--- config.mk ---
export PLATFORM = sky130hd
export DESIGN_NAME = node_link_bringup_supervisor
export DESIGN_NICKNAME = d
export VERILOG_FILES = /design/src/rtl/nlbs_pkg.sv /design/src/rtl/nlbs_cfg_regs.sv /design/src/rtl/nlbs_core.sv /design/src/rtl/node_link_bringup_supervisor.sv
export SDC_FILE = /design/constraint.sdc
export NUM_CORES = 1
export LEC_CHECK = 0
export BUFFER_PORTS_ARGS = -buffer_cell sky130_fd_sc_hd__buf_2
export CAP_MARGIN = 30
export CORE_ASPECT_RATIO = 1.2
export CORE_MARGIN = 3
export CORE_UTILIZATION = 60
export DETAILED_ROUTE_END_ITERATION = 10
export GPL_ROUTABILITY_DRIVEN = 1
export PLACE_DENSITY = 0.76
export SLEW_MARGIN = 20
export SYNTH_ARGS = -nofsm -noshare
export SYNTH_HDL_FRONTEND = slang
export SYNTH_HIERARCHICAL = 1
export SYNTH_SLANG_ARGS = --single-unit
export TNS_END_PERCENT = 10
--- constraint.sdc ---
create_clock -name clk -period 4.9 [get_ports clk]
set_clock_uncertainty 0.15 [all_clocks]
set_input_delay 0.49 -clock clk [delete_from_list [all_inputs] [get_ports clk]]
set_output_delay 0.49 -clock clk [all_outputs]
set_load 0.02 [all_outputs]
--- src/rtl/nlbs_pkg.sv ---
`timescale 1ns / 1ps

package nlbs_pkg;

  // timer width, 12 to 32
  localparam int TIMER_BITS = 16;
  localparam int CFG_TIME_W = 16;
  // compare width wide enough for a timer and a configured timeout
  localparam int CMP_W = (TIMER_BITS > CFG_TIME_W) ? TIMER_BITS : CFG_TIME_W;

  // input opcodes
  localparam logic [2:0] OP_TICK   = 3'd0;
  localparam logic [2:0] OP_BOOTUP = 3'd1;
  localparam logic [2:0] OP_HBEAT  = 3'd2;
  localparam logic [2:0] OP_MAPACK = 3'd3;
  localparam logic [2:0] OP_SYNC   = 3'd4;

  // configuration register indexes
  localparam int CFG_IDX_W = 3;
  localparam logic [CFG_IDX_W-1:0] REG_RETRY_TO  = 3'd0;
  localparam logic [CFG_IDX_W-1:0] REG_MAX_RETRY = 3'd1;
  localparam logic [CFG_IDX_W-1:0] REG_HB_WAIT   = 3'd2;
  localparam logic [CFG_IDX_W-1:0] REG_ANNOUNCE  = 3'd3;
  localparam logic [CFG_IDX_W-1:0] REG_ACTIVITY  = 3'd4;
  localparam logic [CFG_IDX_W-1:0] REG_OP_CODE   = 3'd5;

  // pre-operational steps
  localparam logic [3:0] STEP_IDLE     = 4'd0;
  localparam logic [3:0] STEP_SEND_A   = 4'd1;
  localparam logic [3:0] STEP_WAIT_A   = 4'd2;
  localparam logic [3:0] STEP_SEND_B   = 4'd3;
  localparam logic [3:0] STEP_WAIT_B   = 4'd4;
  localparam logic [3:0] STEP_GO_OP    = 4'd5;
  localparam logic [3:0] STEP_SEND_RM  = 4'd6;
  localparam logic [3:0] STEP_WAIT_RM  = 4'd7;
  localparam logic [3:0] STEP_WAIT_HB  = 4'd8;

  typedef enum logic [1:0] {
    PH_BOOT  = 2'd0,
    PH_PREOP = 2'd1,
    PH_OPER  = 2'd2,
    PH_STOP  = 2'd3
  } phase_t;

  typedef enum logic [2:0] {
    CMD_NONE      = 3'd0,
    CMD_BOOTUP    = 3'd1,
    CMD_HEARTBEAT = 3'd2,
    CMD_MAPPING   = 3'd3,
    CMD_GO_OP     = 3'd4,
    CMD_READ_MASK = 3'd5
  } cmd_t;

  typedef struct packed {
    logic [CFG_TIME_W-1:0] retry_timeout_ms;
    logic [3:0]            max_retries;
    logic [CFG_TIME_W-1:0] hb_wait_timeout_ms;
    logic [CFG_TIME_W-1:0] announce_period_ms;
    logic [CFG_TIME_W-1:0] activity_timeout_ms;
    logic [7:0]            operational_code;
  } cfg_t;

  typedef struct packed {
    logic [2:0] opcode;
    logic [7:0] heartbeat_state;
    logic       ack_group;
  } item_t;

  typedef struct packed {
    cmd_t       command;
    logic       map_group;
    phase_t     link_state;
    logic [3:0] sub_state;
    logic       connected;
  } result_t;

endpackage

--- src/rtl/nlbs_cfg_regs.sv ---
`timescale 1ns / 1ps

module nlbs_cfg_regs
  import nlbs_pkg::*;
(
  input  logic                 clk,
  input  logic                 rst_n,
  input  logic                 wr_en,
  input  logic [CFG_IDX_W-1:0] wr_index,
  input  logic [15:0]          wr_data,
  output cfg_t                 cfg
);

  cfg_t cfg_r;

  // register writes, unknown indexes ignored
  always_ff @(posedge clk) begin
    if (!rst_n) begin
      cfg_r.retry_timeout_ms    <= 16'd1000;
      cfg_r.max_retries         <= 4'd3;
      cfg_r.hb_wait_timeout_ms  <= 16'd3000;
      cfg_r.announce_period_ms  <= 16'd1000;
      cfg_r.activity_timeout_ms <= 16'd5000;
      cfg_r.operational_code    <= 8'd5;
    end else if (wr_en) begin
      case (wr_index)
        REG_RETRY_TO:  cfg_r.retry_timeout_ms    <= wr_data;
        REG_MAX_RETRY: cfg_r.max_retries         <= wr_data[3:0];
        REG_HB_WAIT:   cfg_r.hb_wait_timeout_ms  <= wr_data;
        REG_ANNOUNCE:  cfg_r.announce_period_ms  <= wr_data;
        REG_ACTIVITY:  cfg_r.activity_timeout_ms <= wr_data;
        REG_OP_CODE:   cfg_r.operational_code    <= wr_data[7:0];
        default: ;
      endcase
    end
  end

  assign cfg = cfg_r;

endmodule

--- src/rtl/nlbs_core.sv ---
`timescale 1ns / 1ps

module nlbs_core
  import nlbs_pkg::*;
(
  input  logic    clk,
  input  logic    rst_n,
  input  logic    step_en,
  input  item_t   item,
  input  cfg_t    cfg,
  output result_t result
);

  localparam logic [TIMER_BITS-1:0] TMAX = {TIMER_BITS{1'b1}};

  phase_t                phase_r, phase_nxt;
  logic [3:0]            step_r, step_nxt;
  logic                  synced_r, synced_nxt;
  logic                  hb_seen_r, hb_seen_nxt;
  logic [3:0]            retry_r, retry_nxt;
  logic [TIMER_BITS-1:0] req_t_r, req_t_nxt;
  logic [TIMER_BITS-1:0] boot_t_r, boot_t_nxt;
  logic [TIMER_BITS-1:0] hb_t_r, hb_t_nxt;
  logic [TIMER_BITS-1:0] act_t_r, act_t_nxt;

  logic [TIMER_BITS-1:0] req_adv, boot_adv, hb_adv, act_adv;
  logic                  req_expired, hb_wait_expired, announce_boot, announce_hb;
  logic                  act_expired;
  logic [3:0]            back_step;
  cmd_t                  cmd;
  logic                  grp;

  // saturating tick advance
  function automatic logic [TIMER_BITS-1:0] advance(input logic [TIMER_BITS-1:0] t);
    advance = (t == TMAX) ? t : t + 1'b1;
  endfunction

  assign req_adv  = advance(req_t_r);
  assign boot_adv = advance(boot_t_r);
  assign hb_adv   = advance(hb_t_r);
  assign act_adv  = advance(act_t_r);

  // timeout compares at a common width
  assign req_expired     = CMP_W'(req_adv) > CMP_W'(cfg.retry_timeout_ms);
  assign hb_wait_expired = CMP_W'(req_adv) > CMP_W'(cfg.hb_wait_timeout_ms);
  assign announce_boot   = CMP_W'(boot_adv) > CMP_W'(cfg.announce_period_ms);
  assign announce_hb     = CMP_W'(hb_adv) > CMP_W'(cfg.announce_period_ms);
  assign act_expired     = CMP_W'(act_adv) > CMP_W'(cfg.activity_timeout_ms);

  // send step to go back to from a wait step
  always_comb begin
    case (step_r)
      STEP_WAIT_A:  back_step = STEP_SEND_A;
      STEP_WAIT_B:  back_step = STEP_SEND_B;
      default:      back_step = STEP_SEND_RM;
    endcase
  end

  // next state and result for one item
  always_comb begin
    phase_nxt   = phase_r;
    step_nxt    = step_r;
    synced_nxt  = synced_r;
    hb_seen_nxt = hb_seen_r;
    retry_nxt   = retry_r;
    req_t_nxt   = req_t_r;
    boot_t_nxt  = boot_t_r;
    hb_t_nxt    = hb_t_r;
    act_t_nxt   = act_t_r;
    cmd         = CMD_NONE;
    grp         = 1'b0;

    case (item.opcode)
      OP_TICK: begin
        req_t_nxt  = req_adv;
        boot_t_nxt = boot_adv;
        hb_t_nxt   = hb_adv;
        act_t_nxt  = act_adv;
        if ((phase_r inside {PH_PREOP, PH_OPER}) && act_expired) begin
          // activity watchdog
          phase_nxt   = PH_STOP;
          step_nxt    = STEP_SEND_A;
          synced_nxt  = 1'b0;
          hb_seen_nxt = 1'b0;
        end else begin
          case (phase_r)
            PH_BOOT: begin
              if (announce_boot) begin
                cmd        = CMD_BOOTUP;
                boot_t_nxt = '0;
              end
            end
            PH_PREOP: begin
              case (step_r)
                STEP_SEND_A: begin
                  cmd       = CMD_MAPPING;
                  step_nxt  = STEP_WAIT_A;
                  req_t_nxt = '0;
                end
                STEP_SEND_B: begin
                  cmd       = CMD_MAPPING;
                  grp       = 1'b1;
                  step_nxt  = STEP_WAIT_B;
                  req_t_nxt = '0;
                end
                STEP_GO_OP: begin
                  cmd       = CMD_GO_OP;
                  step_nxt  = STEP_SEND_RM;
                  req_t_nxt = '0;
                end
                STEP_SEND_RM: begin
                  cmd       = CMD_READ_MASK;
                  step_nxt  = STEP_WAIT_RM;
                  req_t_nxt = '0;
                end
                STEP_WAIT_A, STEP_WAIT_B, STEP_WAIT_RM: begin
                  if (req_expired) begin
                    if (retry_r < cfg.max_retries) begin
                      step_nxt  = back_step;
                      retry_nxt = retry_r + 4'd1;
                    end else begin
                      phase_nxt = PH_STOP;
                      retry_nxt = 4'd0;
                    end
                  end
                end
                STEP_WAIT_HB: begin
                  if (hb_seen_r) begin
                    hb_seen_nxt = 1'b0;
                    step_nxt    = STEP_IDLE;
                    phase_nxt   = PH_OPER;
                  end else if (hb_wait_expired) begin
                    phase_nxt = PH_STOP;
                    retry_nxt = 4'd0;
                  end
                end
                default: ;
              endcase
            end
            PH_OPER: begin
              if (announce_hb) begin
                cmd      = CMD_HEARTBEAT;
                hb_t_nxt = '0;
              end
            end
            default: begin
              // stopped: back to boot-up, sequence re-armed
              phase_nxt   = PH_BOOT;
              step_nxt    = STEP_SEND_A;
              synced_nxt  = 1'b0;
              hb_seen_nxt = 1'b0;
            end
          endcase
        end
      end
      OP_BOOTUP: begin
        act_t_nxt = '0;
        if (phase_r inside {PH_BOOT, PH_PREOP}) begin
          phase_nxt = PH_PREOP;
          if (step_r != STEP_IDLE) begin
            step_nxt    = STEP_SEND_A;
            retry_nxt   = 4'd0;
            hb_seen_nxt = 1'b0;
          end
        end
      end
      OP_HBEAT: begin
        act_t_nxt = '0;
        if (item.heartbeat_state == cfg.operational_code) begin
          hb_seen_nxt = 1'b1;
        end
      end
      OP_MAPACK: begin
        step_nxt  = item.ack_group ? STEP_GO_OP : STEP_SEND_B;
        retry_nxt = 4'd0;
      end
      OP_SYNC: begin
        synced_nxt = 1'b1;
        step_nxt   = STEP_WAIT_HB;
        req_t_nxt  = '0;
      end
      default: ;
    endcase
  end

  // state update on each transfer
  always_ff @(posedge clk) begin
    if (!rst_n) begin
      phase_r   <= PH_BOOT;
      step_r    <= STEP_SEND_A;
      synced_r  <= 1'b0;
      hb_seen_r <= 1'b0;
      retry_r   <= 4'd0;
      req_t_r   <= '0;
      boot_t_r  <= '0;
      hb_t_r    <= '0;
      act_t_r   <= '0;
    end else if (step_en) begin
      phase_r   <= phase_nxt;
      step_r    <= step_nxt;
      synced_r  <= synced_nxt;
      hb_seen_r <= hb_seen_nxt;
      retry_r   <= retry_nxt;
      req_t_r   <= req_t_nxt;
      boot_t_r  <= boot_t_nxt;
      hb_t_r    <= hb_t_nxt;
      act_t_r   <= act_t_nxt;
    end
  end

  assign result.command    = cmd;
  assign result.map_group  = grp;
  assign result.link_state = phase_nxt;
  assign result.sub_state  = step_nxt;
  assign result.connected  = (phase_nxt == PH_OPER) && synced_nxt;

endmodule

--- src/rtl/node_link_bringup_supervisor.sv ---
`timescale 1ns / 1ps

// Bring-up supervisor for one CAN node, master side.
// Input channel (in_valid / in_stall): one item per transfer, either a 1 ms
// tick or an event from the node (bootup, heartbeat, mapping ack, sync
// response). Every item gives exactly one result on the output channel
// (out_valid / out_stall): command to send, mapping group, link state,
// pre-operational sub-state and connected flag.
// Path: the item sits in the input register, the core computes its state
// update and result, and the result register loads them as the item leaves.
// Throughput: one item per cycle while the receiver does not stall, with the
// state update in the core combinational between the two registers.
// Receiver stall: the result register holds; the input register fills, and
// in_stall rises only while both registers hold an item.
// Configuration (cfg_valid / cfg_ready / cfg_index / cfg_data): always ready; the
// user writes only while the block is idle (not enforced); unknown indexes ignored.
// Reset (rst_n low, synchronous): link in boot-up at the first mapping step,
// timers and flags cleared, registers at their defaults, channels empty.

module node_link_bringup_supervisor
  import nlbs_pkg::*;
(
  input  logic                 clk,
  input  logic                 rst_n,
  input  logic                 in_valid,
  output logic                 in_stall,
  input  logic [2:0]           in_opcode,
  input  logic [7:0]           in_heartbeat_state,
  input  logic                 in_ack_group,
  output logic                 out_valid,
  input  logic                 out_stall,
  output logic [2:0]           out_command,
  output logic                 out_map_group,
  output logic [1:0]           out_link_state,
  output logic [3:0]           out_sub_state,
  output logic                 out_connected,
  input  logic                 cfg_valid,
  output logic                 cfg_ready,
  input  logic [CFG_IDX_W-1:0] cfg_index,
  input  logic [15:0]          cfg_data
);

  cfg_t    cfg;
  item_t   item_r;
  logic    in_vld_r;
  logic    out_vld_r;
  result_t res;
  result_t res_r;
  logic    advance_en;
  logic    in_xfer;

  assign cfg_ready = 1'b1;

  nlbs_cfg_regs u_cfg (
    .clk      (clk),
    .rst_n    (rst_n),
    .wr_en    (cfg_valid && cfg_ready),
    .wr_index (cfg_index),
    .wr_data  (cfg_data),
    .cfg      (cfg)
  );

  // item moves on when the result register is free or being emptied
  assign advance_en = in_vld_r && (!out_vld_r || !out_stall);
  assign in_stall   = in_vld_r && !advance_en;
  assign in_xfer    = in_valid && !in_stall;

  // input register
  always_ff @(posedge clk) begin
    if (!rst_n) begin
      in_vld_r <= 1'b0;
    end else if (in_xfer) begin
      in_vld_r <= 1'b1;
    end else if (advance_en) begin
      in_vld_r <= 1'b0;
    end
  end

  always_ff @(posedge clk) begin
    if (in_xfer) begin
      item_r.opcode          <= in_opcode;
      item_r.heartbeat_state <= in_heartbeat_state;
      item_r.ack_group       <= in_ack_group;
    end
  end

  nlbs_core u_core (
    .clk     (clk),
    .rst_n   (rst_n),
    .step_en (advance_en),
    .item    (item_r),
    .cfg     (cfg),
    .result  (res)
  );

  // result register
  always_ff @(posedge clk) begin
    if (!rst_n) begin
      out_vld_r <= 1'b0;
    end else if (advance_en) begin
      out_vld_r <= 1'b1;
    end else if (!out_stall) begin
      out_vld_r <= 1'b0;
    end
  end

  always_ff @(posedge clk) begin
    if (advance_en) begin
      res_r <= res;
    end
  end

  assign out_valid      = out_vld_r;
  assign out_command    = res_r.command;
  assign out_map_group  = res_r.map_group;
  assign out_link_state = res_r.link_state;
  assign out_sub_state  = res_r.sub_state;
  assign out_connected  = res_r.connected;

endmodule
==> impl_metrics.py <==
metrics = {
    "route": {
        "dr_total_vias": 9458,
        "dr.pass1.iters": 6,
        "wl_um": 27500,
        "drcViolationCount": 0,
        "detail_route.wl_per_cell_um": 17.9,
        "drt_iter0_markers": 816,
        "drtAntennaViolNets": 0,
        "via_per_inst": 6.17,
    },
    "clocking": {
        "cts_resized": 0,
        "cts_buffer_depth": 2,
        "cts_buffers": 17,
        "cts_setup_buffers": 0,
        "cts_tree": "yes",
        "clk_pin_slew_worst_paths_ps": 70,
        "numClockSinks": 177,
        "htreeDepth": 4,
        "clockRootBuffer": "clkbuf_16",
        "hold_buffers": 0,
        "clock_latency_ps": 430,
    },
    "synth": {
        "async_flop_share_pct": 0,
        "seq_area_frac_synth_pct": 34.1,
        "yosysTopAreaCellShare_pct": 27.9,
        "synth-seq-cells": 177,
        "synthTopCellsByCount": "dfxtp_1, nand2_1, ha_1",
        "synthTopCellsByArea": "dfxtp_1, ha_1, mux2i_1",
        "synth_most_common_cell": "dfxtp_1",
        "netlist_instances": 1276,
        "synth-edff-count": 23,
        "synthFlopType": "dfxtp_1",
        "ys_types": 88,
        "yosysTopAreaCell": "dfxtp_1",
        "syn-cell-area_mm2": 0.0111,
        "syn_nets": 1404,
        "syn_avg_cell_area_um2": 8.66,
        "yosysWarnings": 6,
    },
    "critical_path": {
        "crit_fanout": 7,
        "cp_data_arrival_time_ps": 4560,
        "crit_required_ps": 4910,
        "startpoint_type": "flip-flop",
        "crit_family": "simple AND/OR/NAND/NOR gates",
        "cp_num_buf_inv": 0,
        "cp_cell_sequence": "ha_1 -> nand3_1 -> nor3_1 -> and4_1 -> nor2_1 -> and3_1 -> nand3_1 -> xnor2_1 -> ha_1 -> a21o_1 -> a21o_1 -> a2111oi_2 -> or4_4 -> and2_4 -> o21ai_0 -> o31ai_1 -> nor3_1",
        "crit_slowest_cell": "o31ai_1",
        "slowest_delay_ps": 470,
        "critPathKind": "flip-flop to flip-flop",
        "endpoint_kind": "flip-flop",
    },
    "outcome": {
        "status": "complete, no violations",
    },
    "layout": {
        "drive_gt1_share_pct": 10.4,
        "layout.cells.non_filler": 1533,
        "fillers": 1461,
        "syn2layout_area_growth_pct": 8.50,
        "antennaDiodeCount": 0,
        "fin_nets": 1428,
    },
    "pwr": {
        "power.share.combinational_pct": 7.4,
        "switching_share_pct": 24.5,
        "peakVddDrop_mv": 0.243,
        "p_leak_nw": 5.25,
        "internal-power_mw": 2.33,
        "power_density_mw_per_mm2": 257,
        "pwr-share-clk_pct": 43.2,
        "power.net_switching_uw": 756,
        "pwr-share-seq_pct": 49.4,
    },
    "grt": {
        "globalRouteOverflowTotal": 0,
        "grt_max_degree": 71,
        "grt_usage_pct": 27.8,
        "antenna_found_initial": 0,
        "grt_pass1_vias": 9161,
        "grt_pass1_wl_um": 45000,
    },
    "timing": {
        "hold_violations": 0,
        "drv_slew": 0,
        "rsz0062_at_grt": "false",
        "relSlewSlack_pct": 46.1,
        "period_needed_ps": 4540,
        "fin_crit_sh_pct": 92.7,
        "max_slew.worst_pin.slew_ps": 797,
        "fmax_mhz": 220,
        "setup_tns_ps": 0,
        "setup_viol": 0,
    },
    "floorplanning": {
        "num_rows": 53,
        "die_y_um": 155,
        "initial_core_util_pct": 62.2,
        "boundaryPins": 50,
        "die_area_mm2": 0.0201,
        "fp.dieW_um": 130,
        "core_area_mm2": 0.0178,
    },
    "placement": {
        "placedCellCount": 1500,
        "place.gp.congestion": 0.897,
        "dp_hpwl_um": 20300,
        "io_buffers": 48,
    },
    "job": {
        "cap_violations": 0,
    },
    "min_path": {
        "hp-class": "primary input to flip-flop",
    },
}
layout make-up:
class | count | area (µm²) | share of cell area, %
well taps | 220 | 275 | 2.30
repair buffers | 62 | 355 | 2.96
clock buffers | 21 | 472 | 3.93
inverters | 87 | 327 | 2.72
flip-flops and latches | 177 | 3770 | 31.5
multi-input cells | 955 | 6690 | 55.8
clock inverters | 11 | 101 | 0.845
power groups by stage:
stage                     clock network, mW  logic, mW  registers, mW
after floorplan                           0      0.154           1.55
after global placement                    0      0.217           1.55
after detailed placement                  0      0.223           1.55
after CTS                              1.35      0.225           1.52
after global routing                   1.42      0.250           1.52
final                                  1.33      0.228           1.52
path summary, 6_finish.rpt:
check               startpoint       endpoint  slack, ps  cells past startpoint
max          u_core/act_t_r[0]  out_connected        360                     17
min reg2reg      u_cfg/cfg[64]  u_cfg/cfg[64]        310                      2
max reg2reg  u_core/act_t_r[0]  out_connected        360                     17
min               in_opcode[0]      item_r[9]         80                      1
cells by family after synthesis:
kind of cell	count (synthesis)	synth area share (%)
adder cells (fa/ha/maj)	92	10.4
AND/OR/NAND/NOR	478	22.6
buffers and inverters	144	5.57
other	1	0.0339
XOR/XNOR	52	4.12
multiplexers	88	8.08
flip-flops	177	34.1
AO/OA/AOI/OAI	244	15.0
sequential cells by signal, indices dropped and copies added (netlist names), 2 cells and up:
name and flops:
u_cfg/cfg 76, u_core/step_r 4, out_sub_state 4, out_link_state 2, u_core/retry_r 4, out_command 3, u_core/act_t_r 16, u_core/boot_t_r 16
item_r 12, u_core/phase_r 2, u_core/req_t_r 16, u_core/hb_t_r 16
placed cells by master (no fill, tap or decap), drive strengths merged, types with 6 or more instances in the layout:
master    n
dfxtp   154
nand2   152
ha       92
inv      89
mux2i    81
nor2     80
a21oi    62
buf      62
nor2b    59
o21ai    51
nand3    44
nand4    34
xnor2    30
nor3     24
edfxtp   23
xor2     22
and3     22
a22oi    21
clkbuf   21
a31oi    16
o31ai    13
a21o     12
a22o     10
nor4     10
o21a      9
nand2b    8
mux2      7
nor3b     7
a211oi    6
per-stage QoR:
stage,setup WS (ps),hold slack (ps),utilization [%],power [mW],instance area [µm²]
floorplan,764,285,-,1.70,11100
global placement,539,292,64.1,1.77,11400
detailed placement,453,300,64.2,1.78,11400
CTS,431,66.1,67.4,3.10,12000
global route,63.2,64.1,67.5,3.19,12000
finish,356,80.3,67.5,3.08,12000
metal layers:
layer  track usage (%)  routed length (µm)  vias to the layer above
met5                 0                   0                        -
met4              11.0                1000                        0
met3              4.53                1340                       72
met2              47.8               13500                      293
met1              34.5               11600                     4475
li1                  -                   -                     4618
Note: power is estimated with default switching activity, not from simulation.
